File: src/rtl/sf_pkg.sv
// sf_pkg: shared types and constants of the stereo flanger
// step codes, register indexes and controller/datapath command structs
// no dependencies
package sf_pkg;

  localparam int CFG_IDX_W  = 3;
  localparam int CFG_DATA_W = 48;

  localparam logic [CFG_IDX_W-1:0] REG_PHASE_INC = 3'd0;
  localparam logic [CFG_IDX_W-1:0] REG_PHASE_OFF = 3'd1;
  localparam logic [CFG_IDX_W-1:0] REG_BASE_DLY  = 3'd2;
  localparam logic [CFG_IDX_W-1:0] REG_SWEEP     = 3'd3;
  localparam logic [CFG_IDX_W-1:0] REG_FB_GAIN   = 3'd4;
  localparam logic [CFG_IDX_W-1:0] REG_DAMP      = 3'd5;
  localparam logic [CFG_IDX_W-1:0] REG_SHAPE     = 3'd6;
  localparam logic [CFG_IDX_W-1:0] REG_MIX       = 3'd7;

  // datapath steps, each one multiply followed by one write-back
  typedef enum logic [4:0] {
    OP_SQ  = 5'd0,
    OP_IN  = 5'd1,
    OP_MID = 5'd2,
    OP_QS  = 5'd3,
    OP_BL1 = 5'd4,
    OP_BL2 = 5'd5,
    OP_SW  = 5'd6,
    OP_FB  = 5'd7,
    OP_RD0 = 5'd8,
    OP_RD1 = 5'd9,
    OP_RD2 = 5'd10,
    OP_RD3 = 5'd11,
    OP_C1  = 5'd12,
    OP_C2  = 5'd13,
    OP_C3  = 5'd14,
    OP_D1  = 5'd15,
    OP_D2  = 5'd16,
    OP_O1  = 5'd17,
    OP_O2  = 5'd18,
    OP_O3  = 5'd19
  } op_t;

  typedef struct packed {
    logic clear;
    logic load;
    logic commit;
    logic wb;
    op_t  op;
    logic ch;
  } sf_cmd_t;

  typedef struct packed {
    logic clr_last;
  } sf_stat_t;

endpackage

File: src/rtl/sf_ctrl.sv
// sf_ctrl: sequencer of the stereo flanger
// steps the datapath through clearing, per channel work and mixing; uses sf_pkg
module sf_ctrl (
  input  logic             clk,
  input  logic             rst_n,
  input  logic             in_valid,
  output logic             in_ready,
  output logic             out_valid,
  input  logic             out_ready,
  output sf_pkg::sf_cmd_t  cmd,
  input  sf_pkg::sf_stat_t stat
);
  import sf_pkg::*;

  typedef enum logic [3:0] {
    S_CLEAR = 4'b0001,
    S_IDLE  = 4'b0010,
    S_RUN   = 4'b0100,
    S_DONE  = 4'b1000
  } state_t;

  state_t state_r, state_nxt;
  op_t    op_r, op_nxt;
  logic   ch_r, ch_nxt;
  logic   ph_r, ph_nxt;
  logic   ov_r, ov_nxt;

  always_comb begin
    state_nxt  = state_r;
    op_nxt     = op_r;
    ch_nxt     = ch_r;
    ph_nxt     = ph_r;
    ov_nxt     = ov_r && !out_ready;
    cmd        = '0;
    cmd.op     = op_r;
    cmd.ch     = ch_r;
    in_ready   = 1'b0;
    case (state_r)
      S_CLEAR: begin
        cmd.clear = 1'b1;
        if (stat.clr_last) begin
          state_nxt = S_IDLE;
        end
      end
      S_IDLE: begin
        in_ready = 1'b1;
        if (in_valid) begin
          cmd.load  = 1'b1;
          state_nxt = S_RUN;
          op_nxt    = OP_SQ;
          ch_nxt    = 1'b0;
          ph_nxt    = 1'b0;
        end
      end
      S_RUN: begin
        cmd.wb = ph_r;
        ph_nxt = !ph_r;
        if (ph_r) begin
          if (op_r == OP_D2) begin
            ch_nxt = !ch_r;
            op_nxt = ch_r ? OP_O1 : OP_SQ;
          end else if (op_r == OP_O3) begin
            ch_nxt = !ch_r;
            op_nxt = OP_O1;
            if (ch_r) begin
              state_nxt = S_DONE;
            end
          end else begin
            op_nxt = op_t'(op_r + 5'd1);
          end
        end
      end
      S_DONE: begin
        if (!ov_r || out_ready) begin
          cmd.commit = 1'b1;
          ov_nxt     = 1'b1;
          state_nxt  = S_IDLE;
        end
      end
      default: begin
        state_nxt = S_CLEAR;
      end
    endcase
  end

  assign out_valid = ov_r;

  always_ff @(posedge clk) begin
    if (!rst_n) begin
      state_r <= S_CLEAR;
      op_r    <= OP_SQ;
      ch_r    <= 1'b0;
      ph_r    <= 1'b0;
      ov_r    <= 1'b0;
    end else begin
      state_r <= state_nxt;
      op_r    <= op_nxt;
      ch_r    <= ch_nxt;
      ph_r    <= ph_nxt;
      ov_r    <= ov_nxt;
    end
  end
endmodule

File: config.mk
export PLATFORM = sky130hd
export DESIGN_NAME = sf_ctrl
export DESIGN_NICKNAME = d
export VERILOG_FILES = /design/src/rtl/sf_pkg.sv /design/src/rtl/sf_ctrl.sv
export SDC_FILE = /design/constraint.sdc
export NUM_CORES = 1
export LEC_CHECK = 0
export ABC_CLOCK_PERIOD_IN_PS = 3300
export BUFFER_PORTS_ARGS = -buffer_cell sky130_fd_sc_hd__buf_2
export CAP_MARGIN = 20
export CORE_ASPECT_RATIO = 1.1
export CORE_MARGIN = 3
export CORE_UTILIZATION = 31
export DETAILED_ROUTE_END_ITERATION = 8
export PLACE_DENSITY = 0.6
export SYNTH_ARGS = -nofsm -noshare
export SYNTH_HDL_FRONTEND = slang
export SYNTH_SLANG_ARGS = --single-unit
File: constraint.sdc
create_clock -name clk -period 3.3 [get_ports clk]
set_input_delay 0.33 -clock clk [delete_from_list [all_inputs] [get_ports clk]]
set_output_delay 0.33 -clock clk [all_outputs]
set_load 0.005 [all_outputs]
==> impl_metrics.tcl <==
set metrics [dict create \
    status "completed" \
    final_common_cell "buf_2" \
    vias_per_cell 5.302 \
    cts_hold_buf 0 \
    ys_seq_elements 12 \
    setup_ws_ps 1260 \
    core_area_um2 2320 \
    finalHoldViolations 0 \
    die_y_um 58.64 \
    antenna_found_initial 0 \
    drv_slew 0 \
    setup_viol 0 \
    top_usage_layer "met2" \
    initial_core_util 0.3366 \
    drive_gt1_frac 0.2202 \
    arrival_ps 1710 \
    multiInputGateArea_um2 479.2 \
    clkTransAtPathRegs_ps 80 \
    fillers 238 \
    hold_ws_ps 315.0 \
    yosys.cell_types.count 37 \
    path_cells "nor4b_1, nand2_1, inv_1, buf_2" \
    seqCellArea_um2 240.2 \
    portBuffers 16 \
    ys_top_cells_by_area "dfxtp_1 31%, o21ai_0 5.8%, nor4b_1 4.5%" \
    design_area_um2 892.1 \
    grt_start_max_net_pins 18 \
    fp.dieW_um 53.85 \
    seq_area_frac_synth 0.3077 \
    worst-path-max-fanout 17 \
    cts_setup_buffers 0 \
    yosysTopAreaCell "dfxtp_1" \
    post-route-drc-count 0 \
    endpoint_kind "primary output" \
    worstPathBufferInverterCount 2 \
    avgSynthCellArea_um2 8.218 \
    relSlewSlack 0.4493 \
    via_count 737 \
    root_buffer "clkbuf_4" \
    ir_worst_vdd_uv 232.6 \
    insertion_delay_ps 280 \
    syn-cell-area_um2 780.7 \
    use_met3 0.05316 \
    slowest_stage "dfxtp_1" \
    globalRouteTotalUtil 0.1185 \
    placedInstanceArea_um2 855.8 \
    diodes 0 \
    final_cell_mix "16 x buf_2, 12 x dfxtp_1, 9 x nand2_1, 9 x o21ai_0, 5 x inv_1" \
    grt.overflow.total 0 \
    worstPathRequired_ps 2970 \
    crit_family "simple AND/OR/NAND/NOR gates" \
    synth_nets 102 \
    wl_per_cell_um 12.71 \
    clockBufferDepth 2 \
    grt_pass1_wl_um 2773 \
    synth_top_area_frac 0.3077 \
    place.gp.congestion 0.8028 \
    cts-resized-gates 0 \
    max_freq_ghz 0.4903 \
    io_pins 17 \
    startpoint_type "register" \
    cts_sinks 12 \
    finalPower_w 0.0003301 \
    slowest_delay_ps 600 \
    dp_hpwl_um 1301 \
    drtIter0Drc 10 \
    yosysWarnings 0 \
    drtAntennaViolNets 0 \
    tns_ps 0 \
    syn_inst 95 \
    pre_cts_slack_ps 1519 \
    rows 18 \
    power.density_nw_per_um2 370.0 \
    worst_pin_slew_ps 814.6 \
    fin_crit_sh 0.6181 \
    firstDrtPassIters 4 \
    rsz0062_at_grt "no" \
    h-tree-depth 1 \
    cts_tree "done" \
    die_area_um2 3157 \
    hold_class "in -> reg" \
    worstSetupPathType "reg -> out" \
    area.growth.synth_to_final_pct 14.26 \
    nets 117 \
    cts_made_buffers 3 \
    wirelength_um 1767 \
    grt_pass1_vias 637 \
    p_leak_nw 0.3789 \
    use_met2 0.1834 \
    use_met1 0.1516 \
    skew_ps 7.552 \
    min_period_ps 2040 \
    maxCapViolCount 0 \
]
-- Yosys cell counts, drive strengths merged --
library cell  number
nand2              9
nand2b             1
or4b               1
a311oi             1
nand4b             1
o211ai             1
nor2               4
a21boi             5
and2               2
buf                5
o31ai              1
nand3b             1
a31oi              1
o21ai              9
nor2b              2
nor3b              3
and3               1
nor3               2
or2                1
a41o               2
and2b              2
nor4b              4
a21oi              2
dfxtp             12
dlygate4sd1        1
inv                5
nand3              4
or4                2
o311a              1
ha                 2
o21a               3
and3b              3
o221a              1
-- layout make-up --
cell class                 count  area share
clock buffer                   4     0.04067
sequential                    12      0.2693
inverter                       5     0.02104
timing repair buffer          16     0.08976
multi-input combinational     72      0.5372
tap                           30     0.04208
-- report_power, final --
group / internal, W / switching (W)
Clock: 0.0000671 / 0.0000529
Sequential: 0.000150 / 0.0000150
Combinational: 0.0000249 / 0.0000205
-- cell families (layout without fill, tap and decap cells) --
| kind of cell | count (synthesis) | in the layout | synth area share |
|---|---|---|---|
| AOI/OAI and AO/OA | 27 | 27 | 0.2404 |
| buffers and inverters | 11 | 25 | 0.07853 |
| adders and majority gates | 2 | 2 | 0.03205 |
| DFF | 12 | 12 | 0.3077 |
| and+or+nand+nor | 43 | 43 | 0.3413 |
-- final timing paths --
check	cells past startpoint	end	startpoint	slack, ps
min reg2reg	1	op_r[4]$_SDFFE_PN0P_	op_r[4]$_SDFFE_PN0P_	500
min	2	state_r[0]$_SDFFE_PN1P_	rst_n	310
max reg2reg	3	op_r[3]$_SDFFE_PN0P_	state_r[2]$_SDFFE_PN0P_	1500
max	4	cmd[8]	state_r[1]$_SDFFE_PN0P_	1260
-- metrics by stage --
stage	std cells	utilization
2_1_floorplan	95	-
3_3_place_gp	135	0.3689
3_5_place_dp	135	0.3689
4_1_cts	139	0.3846
5_1_grt	139	0.3846
6_report	139	0.3846
-- sequential cells by signal (all words and copies together) (netlist names) --
signal     flops
op_r           5
state_r        4
ch_r           1
out_valid      1
ph_r           1
-- layer usage --
| layer | wire length, µm | vias up |
|---|---|---|
| met5 | 0 | - |
| met4 | 10 | 0 |
| met3 | 103 | 2 |
| met2 | 804 | 18 |
| met1 | 848 | 340 |
| li1 | - | 377 |
No activity file was read; power rests on OpenSTA's default activity.
